**src/design/pcn_pkg.sv**
```systemverilog
`timescale 1ns / 1ps
`default_nettype none
// ----------------------------------------------------------------------------
// pcn_pkg
// Shared types and constants of the path component normalizer.
// ----------------------------------------------------------------------------
package pcn_pkg;

  // fixed field widths
  localparam int unsigned CHAR_W    = 8;
  localparam int unsigned IDX_W     = 6;
  localparam int unsigned DIR_LEN_W = 7;

  // character codes
  localparam logic [CHAR_W-1:0] CH_NUL   = 8'h00;
  localparam logic [CHAR_W-1:0] CH_DOT   = 8'h2E;
  localparam logic [CHAR_W-1:0] CH_SLASH = 8'h2F;

  // length of the root directory "./" with its terminator
  localparam int unsigned ROOT_LEN = 3;

  // input operation codes
  typedef enum logic {
    OP_PATH = 1'b0,
    OP_READ = 1'b1
  } op_e;

  // result kinds
  typedef enum logic {
    KIND_REPORT = 1'b0,
    KIND_READ   = 1'b1
  } kind_e;

  // where the read data of a read result comes from
  typedef enum logic [1:0] {
    RD_ZERO  = 2'd0,
    RD_DOT   = 2'd1,
    RD_SLASH = 2'd2,
    RD_MEM   = 2'd3
  } rd_src_e;

  // result of one accepted item, apart from the memory read data
  typedef struct packed {
    logic                 valid;
    kind_e                kind;
    logic [DIR_LEN_W-1:0] dir_len;
    logic                 overflow;
    rd_src_e              rd_src;
  } res_t;

endpackage
`default_nettype wire

```
**src/design/pcn_in_if.sv**
```systemverilog
`timescale 1ns / 1ps
`default_nettype none
// ----------------------------------------------------------------------------
// pcn_in_if
// Input channel: operation, path byte and read position.
// ----------------------------------------------------------------------------
interface pcn_in_if import pcn_pkg::*; ();
  logic              valid;
  logic              ready;
  logic              operation;
  logic [CHAR_W-1:0] path_char;
  logic [IDX_W-1:0]  read_index;

  modport source (output valid, output operation, output path_char, output read_index,
                  input ready);
  modport sink   (input valid, input operation, input path_char, input read_index,
                  output ready);
endinterface
`default_nettype wire

```
**src/design/pcn_out_if.sv**
```systemverilog
`timescale 1ns / 1ps
`default_nettype none
// ----------------------------------------------------------------------------
// pcn_out_if
// Result channel: length report or stored directory byte.
// ----------------------------------------------------------------------------
interface pcn_out_if import pcn_pkg::*; ();
  logic                 valid;
  logic                 ready;
  logic                 result_kind;
  logic [DIR_LEN_W-1:0] dir_len;
  logic                 overflow;
  logic [CHAR_W-1:0]    read_data;

  modport source (output valid, output result_kind, output dir_len, output overflow,
                  output read_data, input ready);
  modport sink   (input valid, input result_kind, input dir_len, input overflow,
                  input read_data, output ready);
endinterface
`default_nettype wire

```
**src/design/pcn_ram.sv**
```systemverilog
`timescale 1ns / 1ps
`default_nettype none
// ----------------------------------------------------------------------------
// pcn_ram
// Simple dual-port memory, one write and one registered read per cycle.
// ----------------------------------------------------------------------------
module pcn_ram #(
  parameter int unsigned WIDTH = 8,
  parameter int unsigned DEPTH = 64
) (
  input  wire logic                     clk_i,
  input  wire logic                     we_i,
  input  wire logic [$clog2(DEPTH)-1:0] waddr_i,
  input  wire logic [WIDTH-1:0]         wdata_i,
  input  wire logic                     re_i,
  input  wire logic [$clog2(DEPTH)-1:0] raddr_i,
  output logic      [WIDTH-1:0]         rdata_o
);

  logic [WIDTH-1:0] mem_q [DEPTH];
  logic [WIDTH-1:0] rdata_q;

  // write port
  always_ff @(posedge clk_i) begin
    if (we_i) begin
      mem_q[waddr_i] <= wdata_i;
    end
  end

  // registered read port, holds while not enabled
  always_ff @(posedge clk_i) begin
    if (re_i) begin
      rdata_q <= mem_q[raddr_i];
    end
  end

  assign rdata_o = rdata_q;

endmodule
`default_nettype wire

```
**src/design/pcn_walker.sv**
```systemverilog
`timescale 1ns / 1ps
`default_nettype none
// ----------------------------------------------------------------------------
// pcn_walker
// Directory state, component tracking, directory store and separator stack.
// ----------------------------------------------------------------------------
module pcn_walker import pcn_pkg::*; #(
  parameter int unsigned BUF_BYTES = 64
) (
  input  wire logic              clk_i,
  input  wire logic              rst_ni,
  input  wire logic              accept_i,
  input  wire logic              operation_i,
  input  wire logic [CHAR_W-1:0] path_char_i,
  input  wire logic [IDX_W-1:0]  read_index_i,
  output res_t                   res_o,
  output logic      [CHAR_W-1:0] rdata_o
);

  localparam int unsigned AW    = $clog2(BUF_BYTES);
  localparam int unsigned LW    = $clog2(BUF_BYTES + 1);
  localparam int unsigned LW1   = LW + 1;
  localparam int unsigned DEPTH = BUF_BYTES / 2;
  localparam int unsigned TW    = $clog2(DEPTH);
  localparam int unsigned TW1   = TW + 1;
  localparam int unsigned CW    = ((LW > IDX_W) ? LW : IDX_W) + 1;

  localparam logic [LW-1:0]  ROOT_L   = LW'(ROOT_LEN);
  localparam logic [LW-1:0]  ROOT_M1  = LW'(ROOT_LEN - 1);
  localparam logic [LW-1:0]  BUF_L    = LW'(BUF_BYTES);
  localparam logic [LW1-1:0] BUF_W    = LW1'(BUF_BYTES);
  localparam logic [TW1-1:0] DEPTH_W  = TW1'(DEPTH);

  // state
  logic [LW-1:0] dir_len_q, dir_len_d;
  logic [TW-1:0] top_q, top_d;
  logic [LW-1:0] clen_q, clen_d;
  logic [1:0]    dots_q, dots_d;
  logic          start_q, start_d;
  logic          err_q, err_d;

  // memory ports
  logic              dir_we;
  logic [AW-1:0]     dir_waddr;
  logic [CHAR_W-1:0] dir_wdata;
  logic              dir_re;
  logic              stk_we;
  logic [TW-1:0]     stk_waddr;
  logic [AW-1:0]     stk_wdata;
  logic [AW-1:0]     stk_rdata;

  // helpers
  logic          is_sep;
  logic          go_root;
  logic          is_dot1;
  logic          is_dot2;
  logic [AW-1:0] sep_pos;
  logic [LW1-1:0] sum;
  logic [LW1-1:0] pos;
  logic [LW-1:0] base;
  logic          rd_ok;

  assign is_sep  = (path_char_i == CH_SLASH) || (path_char_i == CH_NUL);
  assign go_root = start_q && (path_char_i == CH_SLASH);
  assign is_dot1 = (clen_q == LW'(1)) && dots_q[0];
  assign is_dot2 = (clen_q == LW'(2)) && (&dots_q);
  // bottom of the stack is always the root separator
  assign sep_pos = (top_q == '0) ? AW'(1) : stk_rdata;
  assign sum     = LW1'(dir_len_q) + LW1'(clen_q);
  assign base    = (dir_len_q > ROOT_L) ? dir_len_q : ROOT_M1;
  assign pos     = LW1'(base) + LW1'(clen_q);
  assign rd_ok   = ((CW'(read_index_i) + CW'(1)) < CW'(dir_len_q)) &&
                   (CW'(read_index_i) < CW'(BUF_BYTES));
  assign dir_re  = accept_i && (operation_i == OP_READ);

  // next state and result of the accepted item
  always_comb begin
    dir_len_d = dir_len_q;
    top_d     = top_q;
    clen_d    = clen_q;
    dots_d    = dots_q;
    start_d   = start_q;
    err_d     = err_q;
    dir_we    = 1'b0;
    dir_waddr = '0;
    dir_wdata = '0;
    stk_we    = 1'b0;
    stk_waddr = '0;
    stk_wdata = '0;
    res_o          = '0;
    res_o.kind     = KIND_REPORT;
    res_o.rd_src   = RD_ZERO;

    if (accept_i && (operation_i == OP_READ)) begin
      res_o.valid = 1'b1;
      res_o.kind  = KIND_READ;
      if (!rd_ok) begin
        res_o.rd_src = RD_ZERO;
      end else if (read_index_i == IDX_W'(0)) begin
        res_o.rd_src = RD_DOT;
      end else if (read_index_i == IDX_W'(1)) begin
        res_o.rd_src = RD_SLASH;
      end else begin
        res_o.rd_src = RD_MEM;
      end
    end else if (accept_i) begin
      start_d = 1'b0;
      if (go_root) begin
        // leading slash: back to the root
        dir_len_d = ROOT_L;
        top_d     = '0;
        clen_d    = '0;
        dots_d    = '0;
      end else if (is_sep) begin
        // close the component in progress
        clen_d = '0;
        dots_d = '0;
        if ((clen_q != '0) && !err_q && !is_dot1) begin
          if (is_dot2) begin
            // parent: drop back to the previous separator
            if (top_q != '0) begin
              top_d = top_q - TW'(1);
            end
            dir_len_d = (sep_pos <= AW'(1)) ? ROOT_L : (LW'(sep_pos) + LW'(1));
          end else if (sum >= BUF_W) begin
            err_d = 1'b1;
          end else if (dir_len_q > ROOT_L) begin
            dir_we    = 1'b1;
            dir_waddr = AW'(dir_len_q - LW'(1));
            dir_wdata = CH_SLASH;
            if ((TW1'(top_q) + TW1'(1)) < DEPTH_W) begin
              top_d     = top_q + TW'(1);
              stk_we    = 1'b1;
              stk_waddr = top_q + TW'(1);
              stk_wdata = AW'(dir_len_q - LW'(1));
            end
            dir_len_d = LW'(sum + LW1'(1));
          end else begin
            dir_len_d = LW'(sum);
          end
        end
        // terminator: report and rearm for the next path
        if (path_char_i == CH_NUL) begin
          res_o.valid    = 1'b1;
          res_o.kind     = KIND_REPORT;
          res_o.dir_len  = DIR_LEN_W'(dir_len_d);
          res_o.overflow = err_d;
          start_d        = 1'b1;
          err_d          = 1'b0;
        end
      end else if (!err_q) begin
        // ordinary byte: park it at its final place
        if (pos < BUF_W) begin
          dir_we    = 1'b1;
          dir_waddr = AW'(pos);
          dir_wdata = path_char_i;
        end
        if ((path_char_i == CH_DOT) && (clen_q < LW'(2))) begin
          dots_d[clen_q[0]] = 1'b1;
        end
        if (clen_q < BUF_L) begin
          clen_d = clen_q + LW'(1);
        end
      end
    end
  end

  // state registers
  always_ff @(posedge clk_i or negedge rst_ni) begin
    if (!rst_ni) begin
      dir_len_q <= ROOT_L;
      top_q     <= '0;
      clen_q    <= '0;
      dots_q    <= '0;
      start_q   <= 1'b1;
      err_q     <= 1'b0;
    end else begin
      dir_len_q <= dir_len_d;
      top_q     <= top_d;
      clen_q    <= clen_d;
      dots_q    <= dots_d;
      start_q   <= start_d;
      err_q     <= err_d;
    end
  end

  // directory bytes
  pcn_ram #(
    .WIDTH (CHAR_W),
    .DEPTH (BUF_BYTES)
  ) u_dir_ram (
    .clk_i   (clk_i),
    .we_i    (dir_we),
    .waddr_i (dir_waddr),
    .wdata_i (dir_wdata),
    .re_i    (dir_re),
    .raddr_i (AW'(read_index_i)),
    .rdata_o (rdata_o)
  );

  // separator positions, top entry read every cycle
  pcn_ram #(
    .WIDTH (AW),
    .DEPTH (DEPTH)
  ) u_stk_ram (
    .clk_i   (clk_i),
    .we_i    (stk_we),
    .waddr_i (stk_waddr),
    .wdata_i (stk_wdata),
    .re_i    (1'b1),
    .raddr_i (top_q),
    .rdata_o (stk_rdata)
  );

endmodule
`default_nettype wire

```
**src/design/path_component_normalizer.sv**
```systemverilog
`timescale 1ns / 1ps
`default_nettype none
// ----------------------------------------------------------------------------
// path_component_normalizer
// Applies paths, one byte per transfer, to a stored working directory and
// serves reads of the stored directory bytes.
// ----------------------------------------------------------------------------
//  channel | dir | payload                                   | results
//  in_i    | in  | operation, path_char, read_index          | -
//  out_o   | out | result_kind, dir_len, overflow, read_data | terminator, read
//
//  One input transfer per cycle while in_i.ready is high; a result passes the
//  walker stage with the registered memory read, then the output register.
//  A parent component pops the separator stack; the stack top is prefetched
//  from its memory every cycle.
//  Reset restores the root directory "./" at once, no clearing pass.
//  in_i.ready drops only while both the stage register and the output
//  register hold results and out_o.ready is low.
// ----------------------------------------------------------------------------
module path_component_normalizer import pcn_pkg::*; #(
  parameter int unsigned BUF_BYTES = 64
) (
  input  wire logic  clk_i,
  input  wire logic  rst_ni,
  pcn_in_if.sink     in_i,
  pcn_out_if.source  out_o
);

  logic              accept;
  logic              s1_move;
  res_t              res;
  logic [CHAR_W-1:0] rdata;

  logic              s1_valid_q, s1_valid_d;
  res_t              s1_res_q;
  logic              out_valid_q, out_valid_d;
  kind_e             out_kind_q;
  logic [DIR_LEN_W-1:0] out_dir_len_q;
  logic              out_ovf_q;
  logic [CHAR_W-1:0] out_data_q;
  logic [CHAR_W-1:0] s1_data;

  // handshake
  assign s1_move    = !out_valid_q || out_o.ready;
  assign in_i.ready = !s1_valid_q || s1_move;
  assign accept     = in_i.valid && in_i.ready;

  pcn_walker #(
    .BUF_BYTES (BUF_BYTES)
  ) u_walker (
    .clk_i        (clk_i),
    .rst_ni       (rst_ni),
    .accept_i     (accept),
    .operation_i  (in_i.operation),
    .path_char_i  (in_i.path_char),
    .read_index_i (in_i.read_index),
    .res_o        (res),
    .rdata_o      (rdata)
  );

  // read data selection
  always_comb begin
    unique case (s1_res_q.rd_src)
      RD_ZERO:  s1_data = '0;
      RD_DOT:   s1_data = CH_DOT;
      RD_SLASH: s1_data = CH_SLASH;
      RD_MEM:   s1_data = rdata;
      default:  s1_data = '0;
    endcase
  end

  // stage and output valid
  always_comb begin
    s1_valid_d  = s1_valid_q;
    out_valid_d = out_valid_q;
    if (s1_move) begin
      out_valid_d = s1_valid_q;
      s1_valid_d  = 1'b0;
    end
    if (accept) begin
      s1_valid_d = res.valid;
    end
  end

  always_ff @(posedge clk_i or negedge rst_ni) begin
    if (!rst_ni) begin
      s1_valid_q  <= 1'b0;
      out_valid_q <= 1'b0;
    end else begin
      s1_valid_q  <= s1_valid_d;
      out_valid_q <= out_valid_d;
    end
  end

  // payload registers
  always_ff @(posedge clk_i) begin
    if (accept) begin
      s1_res_q <= res;
    end
    if (s1_move) begin
      out_kind_q    <= s1_res_q.kind;
      out_dir_len_q <= s1_res_q.dir_len;
      out_ovf_q     <= s1_res_q.overflow;
      out_data_q    <= s1_data;
    end
  end

  assign out_o.valid       = out_valid_q;
  assign out_o.result_kind = out_kind_q;
  assign out_o.dir_len     = out_dir_len_q;
  assign out_o.overflow    = out_ovf_q;
  assign out_o.read_data   = out_data_q;

  // checks
  a_s1_hold: assert property (@(posedge clk_i) disable iff (!rst_ni)
    s1_valid_q && !s1_move |=> s1_valid_q && $stable(s1_res_q))
    else $error("stalled stage result changed");

  a_report_data: assert property (@(posedge clk_i) disable iff (!rst_ni)
    out_o.valid && (out_o.result_kind == KIND_REPORT) |-> out_o.read_data == '0)
    else $error("report carries read data");

  a_read_fields: assert property (@(posedge clk_i) disable iff (!rst_ni)
    out_o.valid && (out_o.result_kind == KIND_READ) |->
      (out_o.dir_len == '0) && !out_o.overflow)
    else $error("read result carries report fields");

  a_stall_full: assert property (@(posedge clk_i) disable iff (!rst_ni)
    !in_i.ready |-> s1_valid_q && out_valid_q)
    else $error("input stalled with free result slot");

endmodule
`default_nettype wire

```
**src/flat_wrapper.sv**
```systemverilog
// flat-port wrapper written by rule: the top's interface ports become plain ports
module path_component_normalizer_flat import pcn_pkg::*;
#(
  parameter int unsigned BUF_BYTES = 64
)
  (clk_i, rst_ni, in_i_valid, in_i_operation, in_i_path_char, in_i_read_index, in_i_ready, out_o_valid, out_o_result_kind, out_o_dir_len, out_o_overflow, out_o_read_data, out_o_ready);
  pcn_in_if in_i_i ();
  pcn_out_if out_o_i ();
  input  wire logic clk_i;
  input  wire logic rst_ni;
  input wire logic [$bits(in_i_i.valid)-1:0] in_i_valid;
  input wire logic [$bits(in_i_i.operation)-1:0] in_i_operation;
  input wire logic [$bits(in_i_i.path_char)-1:0] in_i_path_char;
  input wire logic [$bits(in_i_i.read_index)-1:0] in_i_read_index;
  output wire logic [$bits(in_i_i.ready)-1:0] in_i_ready;
  output wire logic [$bits(out_o_i.valid)-1:0] out_o_valid;
  output wire logic [$bits(out_o_i.result_kind)-1:0] out_o_result_kind;
  output wire logic [$bits(out_o_i.dir_len)-1:0] out_o_dir_len;
  output wire logic [$bits(out_o_i.overflow)-1:0] out_o_overflow;
  output wire logic [$bits(out_o_i.read_data)-1:0] out_o_read_data;
  input wire logic [$bits(out_o_i.ready)-1:0] out_o_ready;
  assign in_i_i.valid = in_i_valid;
  assign in_i_i.operation = in_i_operation;
  assign in_i_i.path_char = in_i_path_char;
  assign in_i_i.read_index = in_i_read_index;
  assign in_i_ready = in_i_i.ready;
  assign out_o_valid = out_o_i.valid;
  assign out_o_result_kind = out_o_i.result_kind;
  assign out_o_dir_len = out_o_i.dir_len;
  assign out_o_overflow = out_o_i.overflow;
  assign out_o_read_data = out_o_i.read_data;
  assign out_o_i.ready = out_o_ready;
  path_component_normalizer #(.BUF_BYTES(BUF_BYTES)) u_core (.clk_i(clk_i), .rst_ni(rst_ni), .in_i(in_i_i), .out_o(out_o_i));
endmodule
```
**config.mk**
```make
export PLATFORM = sky130hd
export DESIGN_NAME = path_component_normalizer_flat
export DESIGN_NICKNAME = d
export VERILOG_FILES = /design/src/design/pcn_pkg.sv /design/src/design/pcn_in_if.sv /design/src/design/pcn_out_if.sv /design/src/design/pcn_ram.sv /design/src/design/pcn_walker.sv /design/src/design/path_component_normalizer.sv /design/src/flat_wrapper.sv
export SDC_FILE = /design/constraint.sdc
export NUM_CORES = 1
export LEC_CHECK = 0
export BUFFER_PORTS_ARGS = -buffer_cell sky130_fd_sc_hd__buf_2
export CAP_MARGIN = 25
export CORE_AREA = 5 5 228 230
export CTS_CLUSTER_DIAMETER = 80
export CTS_CLUSTER_SIZE = 40
export DETAILED_ROUTE_END_ITERATION = 12
export DIE_AREA = 0 0 233 235
export PLACE_DENSITY = 0.9
export SKIP_CTS_REPAIR_TIMING = 1
export SYNTH_ARGS = -nofsm -noshare
export SYNTH_HDL_FRONTEND = slang
export SYNTH_SLANG_ARGS = --single-unit
```
**constraint.sdc**
```tcl
create_clock -name clk_i -period 10.5 [get_ports clk_i]
set_input_delay 2.1 -clock clk_i [delete_from_list [all_inputs] [get_ports clk_i]]
set_output_delay 2.1 -clock clk_i [all_outputs]
set_load 0.005 [all_outputs]
```
=== Yosys cells after proc, flatten, opt, wreduce, memory -nomap -nowiden ===
Memory sizes are Yosys's and may differ from the RTL's. A register that Yosys moved wholly into a read port is not among the register bits.
Index checks and enable logic that the tools add are counted.

* Bits in registers: 53
* RAM bits: 704
* Logic and storage cells: 199
* Memories kept: 2

{| class="wikitable"
|+ Memory list
! memory !! words !! bits a word !! read ports !! clocked after memory_dff !! write ports !! line !! RTL
|-
| u_core.u_walker.u_dir_ram.mem_q || 64 || 8 || 1 || 1 || 1 || pcn_ram.sv:20 || <nowiki>logic [WIDTH-1:0] mem_q [DEPTH];</nowiki>
|-
| u_core.u_walker.u_stk_ram.mem_q || 32 || 6 || 1 || 1 || 1 || pcn_ram.sv:20 ||
|}

* $add $sub $neg: 10
* $lt $le $gt $ge: 10
* Equality and inequality tests: 11
* Multiplexer cells: 104
* Bitwise gates (word level): 6
* Reduce and logical (&&, ||, !) cells: 39

{| class="wikitable"
|+ Operators by type and width
! operator !! number
|-
| $mux W6 || 24
|-
| $mux W5 || 17
|-
| $mux W7 || 12
|-
| $mux W8 || 6
|-
| $mux W1 || 35
|-
| $pmux W8 S4 || 1
|-
| $mux W10 || 3
|-
| $add A7 B7 Y8 || 2
|-
| $eq A8 B6 Y1 const B || 2
|-
| $add A6 B1 Y7 const B || 2
|-
| $add A7 B1 Y7 const B || 2
|-
| $reduce_and A4 Y1 || 3
|-
| $reduce_bool A3 Y1 || 4
|-
| $mux W2 || 5
|-
| $logic_and A1 B1 Y1 || 9
|-
| $ge A8 B7 Y1 const B || 1
|-
| $logic_not A8 Y1 || 1
|-
| $lt A8 B7 Y1 const B || 1
|-
| $reduce_and A8 Y1 || 1
|-
| $eq A7 B1 Y1 const B || 1
|-
| $eq A7 B2 Y1 const B || 1
|-
| $gt A7 B2 Y1 const B || 1
|-
| $lt A7 B2 Y1 const B || 1
|-
| $lt A7 B7 Y1 || 1
|-
| 30 further kinds || 44
|}

=== Longest topological paths before layout ===
* Depth in word-level cells: 13
* Depth in mapped cells: 15

=== Hierarchy ===
A second synthesis with hierarchy kept.

* Cell total of the unflattened synthesis: 1751
* Area, all modules: 32042.0 um^2

{| class="wikitable"
|+ Modules (own cells, without submodules)
! module !! instances !! cells an instance !! area an instance (um^2) !! sequential area each (um^2)
|-
| pcn_ram at u_core.u_walker.u_dir_ram || 1 || 972 || 20270.7 || 15615.0
|-
| pcn_ram at u_core.u_walker.u_stk_ram || 1 || 323 || 7649.8 || 5945.7
|-
| pcn_walker || 1 || 409 || 3120.5 || 579.3
|-
| path_component_normalizer || 1 || 47 || 1001.0 || 890.9
|}

=== Worst setup path after synthesis ===
No wires, ideal clock.

* Kind: input -> register
* Start point: input in_i_path_char[1]
* End point: memory u_core.u_walker.u_dir_ram.mem_q[0][0], data pin
* Setup time: 362 ps
* Data arrival time: 4634 ps
* Slack: 5504 ps
* Stages on the path: 8
* Path buffers: 2
* Cells stage by stage: or4_4 nor2_1 o21ai_1 nor4_4 or2_1 buf_6 buf_8 o21a_1

* Word-level cells in the longest chain between the ends: 6
* Elaborated cells between the ends (all ways): 8

{| class="wikitable"
|+ Ends and longest elaborated chain
! item !! line !! RTL
|-
| from (decl) || flat_wrapper.sv:13 || <nowiki>input wire logic [$bits(in_i_i.path_char)-1:0] in_i_path_char;</nowiki>
|-
| $eq A8 B6 Y1 / $logic_not A8 Y1 (equally long branches) || pcn_walker.sv:63, pcn_walker.sv:64 ||
|-
| $logic_or A1 B1 Y1 || pcn_walker.sv:63 || <nowiki>assign is_sep = (path_char_i == CH_SLASH) || (path_char_i == CH_NUL);</nowiki>
|-
| $mux W8 || pcn_walker.sv:114 || <nowiki>end else if (is_sep) begin</nowiki>
|-
| $mux W8 * || pcn_walker.sv:108 || <nowiki>if (go_root) begin</nowiki>
|-
| $mux W8 * || pcn_walker.sv:106 || <nowiki>end else if (accept_i) begin</nowiki>
|-
| $mux W8 * || pcn_walker.sv:94 || <nowiki>if (accept_i && (operation_i == OP_READ)) begin</nowiki>
|-
| named net u_core.u_walker.dir_wdata[0] || pcn_walker.sv:45 || <nowiki>logic [CHAR_W-1:0] dir_wdata;</nowiki>
|-
| to (decl) || pcn_ram.sv:20 ||
|}

The timed path passes the listed nets; every way through them passes the cells marked *.

=== Worst setup path after layout ===
* Start point: input in_i_path_char[6]
* End point: memory u_core.u_walker.u_dir_ram.mem_q[13][4], enable pin

* Word-level cells in the longest chain between the ends: 8
* Elaborated cells between the ends (all ways): 14

{| class="wikitable"
|+ Ends and longest elaborated chain
! item !! line !! RTL
|-
| $eq A8 B6 Y1 / $logic_not A8 Y1 (equally long branches) || pcn_walker.sv:63, pcn_walker.sv:64 ||
|-
| $logic_or A1 B1 Y1 || pcn_walker.sv:63 ||
|-
| $mux W1 || pcn_walker.sv:114 ||
|-
| $mux W1 || pcn_walker.sv:108 ||
|-
| $mux W1 || pcn_walker.sv:106 ||
|-
| $mux W1 || pcn_walker.sv:94 ||
|-
| $mux W1 || pcn_ram.sv:25 || <nowiki>if (we_i) begin</nowiki>
|-
| $mux W1 (implied by the code) || pcn_ram.sv:26 || <nowiki>mem_q[waddr_i] <= wdata_i;</nowiki>
|}

Parallel ways exist; a longest one is shown, timed or not.

==> results_dict.tcl <==
set metrics [dict create \
    timing.critical_path.fanout_max 15 \
    max_freq_mhz 175 \
    power.share.sequential 0.596 \
    ctsRootBufferMaster "clkbuf_16" \
    layoutNonFillerInstCount 2312 \
    h-tree-depth 1 \
    numCtsBuffers 29 \
    routabilityCongestion 0.922 \
    ys_seq_area_frac 0.723 \
    postRouteAntennaNets 0 \
    max-slew-margin-rel 0.315 \
    synth_top_flop_cell "edfxtp_1" \
    slowest_stage "nor4_4" \
    drive_above_1_share 0.242 \
    clock-sinks 771 \
    synth_nets 1646 \
    dp_hpwl_mm 47.4 \
    synth_xor_xnor_area_share 0.00799 \
    crit_required_ns 10.81 \
    final_nets 1671 \
    max_stage_delay_ns 0.94 \
    pwr-share-clk 0.269 \
    grt.overflow.total 0 \
    start_util 0.640 \
    p_comb_frac 0.134 \
    final_common_cell "edfxtp_1" \
    syn_inst 1590 \
    max_cap_violations 0 \
    synthAdderAreaFrac 0.0150 \
    syn_avg_cell_area_um2 20.0 \
    grt_pass1_vias 16500 \
    worstMarginPinSlew_ns 1.02 \
    final-max-slew-violation-count 0 \
    power_density_nw_per_um2 171 \
    muxShareOfSynthArea 0.165 \
    std_cell_rows 82 \
    grt_start_max_net_pins 92 \
    design.core.area_um2 49700 \
    die_y_um 235 \
    antenna_found_initial 3 \
    synthArstFlopShare 0.0324 \
    switching_share 0.263 \
    io_pins 38 \
    grt_pass1_wl_mm 110 \
    post-route-period-util 0.543 \
    cp_cell_sequence "buf_2 > nor3_1 > o21ai_1 > nor4_4 > or2_1 > buf_16 > nand4_2 > nor2_1" \
    p_int_mw 4.27 \
    cts_buffer_depth 3 \
    drt_iter0_markers 2692 \
    via_per_inst 7.20 \
    p_sw_mw 1.53 \
    synth_top_family_by_area "multiplexers" \
    vias 16600 \
    drt-wirelength-per-cell_um 32.6 \
    portBuffers 37 \
    finalSetupViolCount 0 \
    synth-simple-area-share 0.0482 \
    finalPower_mw 5.80 \
    n_fill_cell 2876 \
    syn2layout_area_growth_pct 6.72 \
    power_leakage_nw 11.0 \
    dieArea_um2 54800 \
    ys_ff_latch 771 \
    period_minus_slack_ns 5.70 \
    grt.total_usage 0.272 \
    syn_area_um2 31800 \
    status "completed" \
    worstPathArrival_ns 6.01 \
    fin_worst_skew_ns 0.0450 \
    yosysUniqueCellTypes 81 \
    clk_latency_ns 0.67 \
    synth_edf_count 740 \
    timing.final.ws_setup_ns 4.80 \
    final_hold_viol_count 0 \
    die_x_um 233 \
    dpl.cell_count 2245 \
    min_path_type "flip-flop to flip-flop" \
    cp-start-kind "input port" \
    wirelength_mm 75.3 \
    critPathCaptureType "flip-flop" \
    drc 0 \
    final_cell_mix "edfxtp_1 (740), mux4_2 (228), nor2_1 (140)" \
    synth_compound_area_frac 0.0277 \
    path_clk_slew_ns 0.12 \
    cts_tree "yes" \
    tns_ns 0 \
    irDropWorstVdd_v 0.000221 \
    synth_warnings 0 \
    drtPass1Iterations 9 \
    place_ws_ns 3.66 \
    rsz0062_at_grt "false" \
    path_class "input port to flip-flop" \
]
worst max-delay path: cells and delay by family:
| family | cells | cell delay (ns) |
|---|---|---|
| AND/OR/NAND/NOR | 5 | 3.20 |
| AO/OA/AOI/OAI | 1 | 0.37 |
| buffers and inverters | 2 | 0.32 |
metrics by stage:
step                 util  hold slack [ns]  area [um^2]
global route        0.683            0.438        33900
floorplan               -            0.400        31800
detailed placement  0.658            0.405        32700
global placement    0.657            0.401        32600
CTS                 0.679            0.434        33700
finish              0.683            0.434        33900
registers in the layout, indices dropped and copies added (netlist names), 2 cells and up:
register / cells
u_core.s1_res_q: 11
u_core.out_o.dir_len: 7
u_core.u_walker.clen_q: 7
u_core.u_walker.u_stk_ram.mem_q: 192
u_core.out_o.read_data: 8
u_core.u_walker.u_dir_ram.rdata_o: 8
u_core.u_walker.dots_q: 2
u_core.u_walker.u_stk_ram.rdata_o: 6
u_core.u_walker.u_dir_ram.mem_q: 512
u_core.u_walker.dir_len_q: 7
u_core.u_walker.top_q: 5
cell type report:
type                            count  area, um^2  area share
Tap cell                          672         841      0.0248
Clock buffer                       32         737      0.0217
Multi-Input combinational cell    717        8410       0.248
Clock inverter                     22         310     0.00915
Antenna cell                        2        5.00    0.000148
Timing Repair Buffer               65         523      0.0154
Sequential cell                   771       23000       0.677
Inverter                           31         116     0.00343
cell families (layout without fill, tap and decap cells):
logic type / Yosys count / after routing
AO/OA/AOI/OAI: 112 / 112
multiplexers: 238 / 238
flip-flops: 771 / 771
other: 0 / 2
buffers and inverters: 102 / 150
adder cells (fa/ha/maj): 37 / 37
AND/OR/NAND/NOR: 301 / 301
XOR/XNOR: 29 / 29
synth_stat cells, types with 3 or more instances:
library cell	count	area (um^2)
nor3b_1	3	22.5
xnor2_1	19	166
nor2_1	144	541
nand2_1	40	150
nor3_1	13	65.1
inv_1	31	116
a22oi_1	4	30.0
a32o_1	5	50.1
and2_1	10	62.6
buf_2	14	70.1
mux4_2	228	5130
mux2i_1	4	40.0
a21o_1	9	67.6
ha_1	35	438
clkbuf_1	43	161
nand4_4	3	63.8
and3_1	13	81.3
nand2b_1	4	25.0
dfxtp_1	6	120
o21ai_0	12	60.1
nor2b_1	3	18.8
a41oi_1	5	43.8
a211oi_1	3	22.5
o22ai_1	7	43.8
dfrtp_1	22	551
o21a_1	10	75.1
nand3_1	28	140
a21oi_1	18	90.1
or4_1	3	22.5
mux2_2	6	67.6
or3_1	3	18.8
o32ai_1	3	26.3
edfxtp_1	740	22200
nand3b_1	3	22.5
buf_1	11	41.3
nand4_2	3	37.5
xor2_1	10	87.6
dfstp_2	3	78.8
o211ai_1	3	22.5
nand4_1	6	37.5
power by group through the flow:
stage | clock [mW] | sequential, mW | combinational, mW
5_1_grt | 1.69 | 3.46 | 0.816
3_5_place_dp | 0 | 3.53 | 0.721
3_3_place_gp | 0 | 3.53 | 0.685
2_1_floorplan | 0 | 3.50 | 0.532
6_report | 1.56 | 3.46 | 0.778
4_1_cts | 1.57 | 3.47 | 0.736
worst paths after layout:
path	start	to	slack, ns	cells after the start
max in group asynchronous	rst_ni	u_core.u_walker.top_q[0]$_DFFE_PN0P_	8.55	1
min	u_core.s1_res_q[9]$_SDFFCE_PP0P_	u_core.out_o.dir_len[6]$_DFFE_PP_	0.43	0
max reg2reg	u_core.u_walker.dir_len_q[4]$_DFFE_PN0P_	u_core.u_walker.u_dir_ram.mem_q[13][4]$_DFFE_PP_	5.39	13
min in group asynchronous	rst_ni	u_core.u_walker.clen_q[1]$_DFFE_PN0P_	1.46	1
max	in_i_path_char[6]	u_core.u_walker.u_dir_ram.mem_q[13][4]$_DFFE_PP_	4.80	8
min reg2reg	u_core.s1_res_q[9]$_SDFFCE_PP0P_	u_core.out_o.dir_len[6]$_DFFE_PP_	0.43	0
per-layer routing:
metal	vias up	GRT usage	part of all wire
met5	-	0	0.00017
met4	2	0.113	0.054
met3	261	0.0453	0.11
met2	1416	0.447	0.51
met1	8404	0.370	0.33
li1	6563	-	-
No activity file was read; power rests on OpenSTA's default activity.
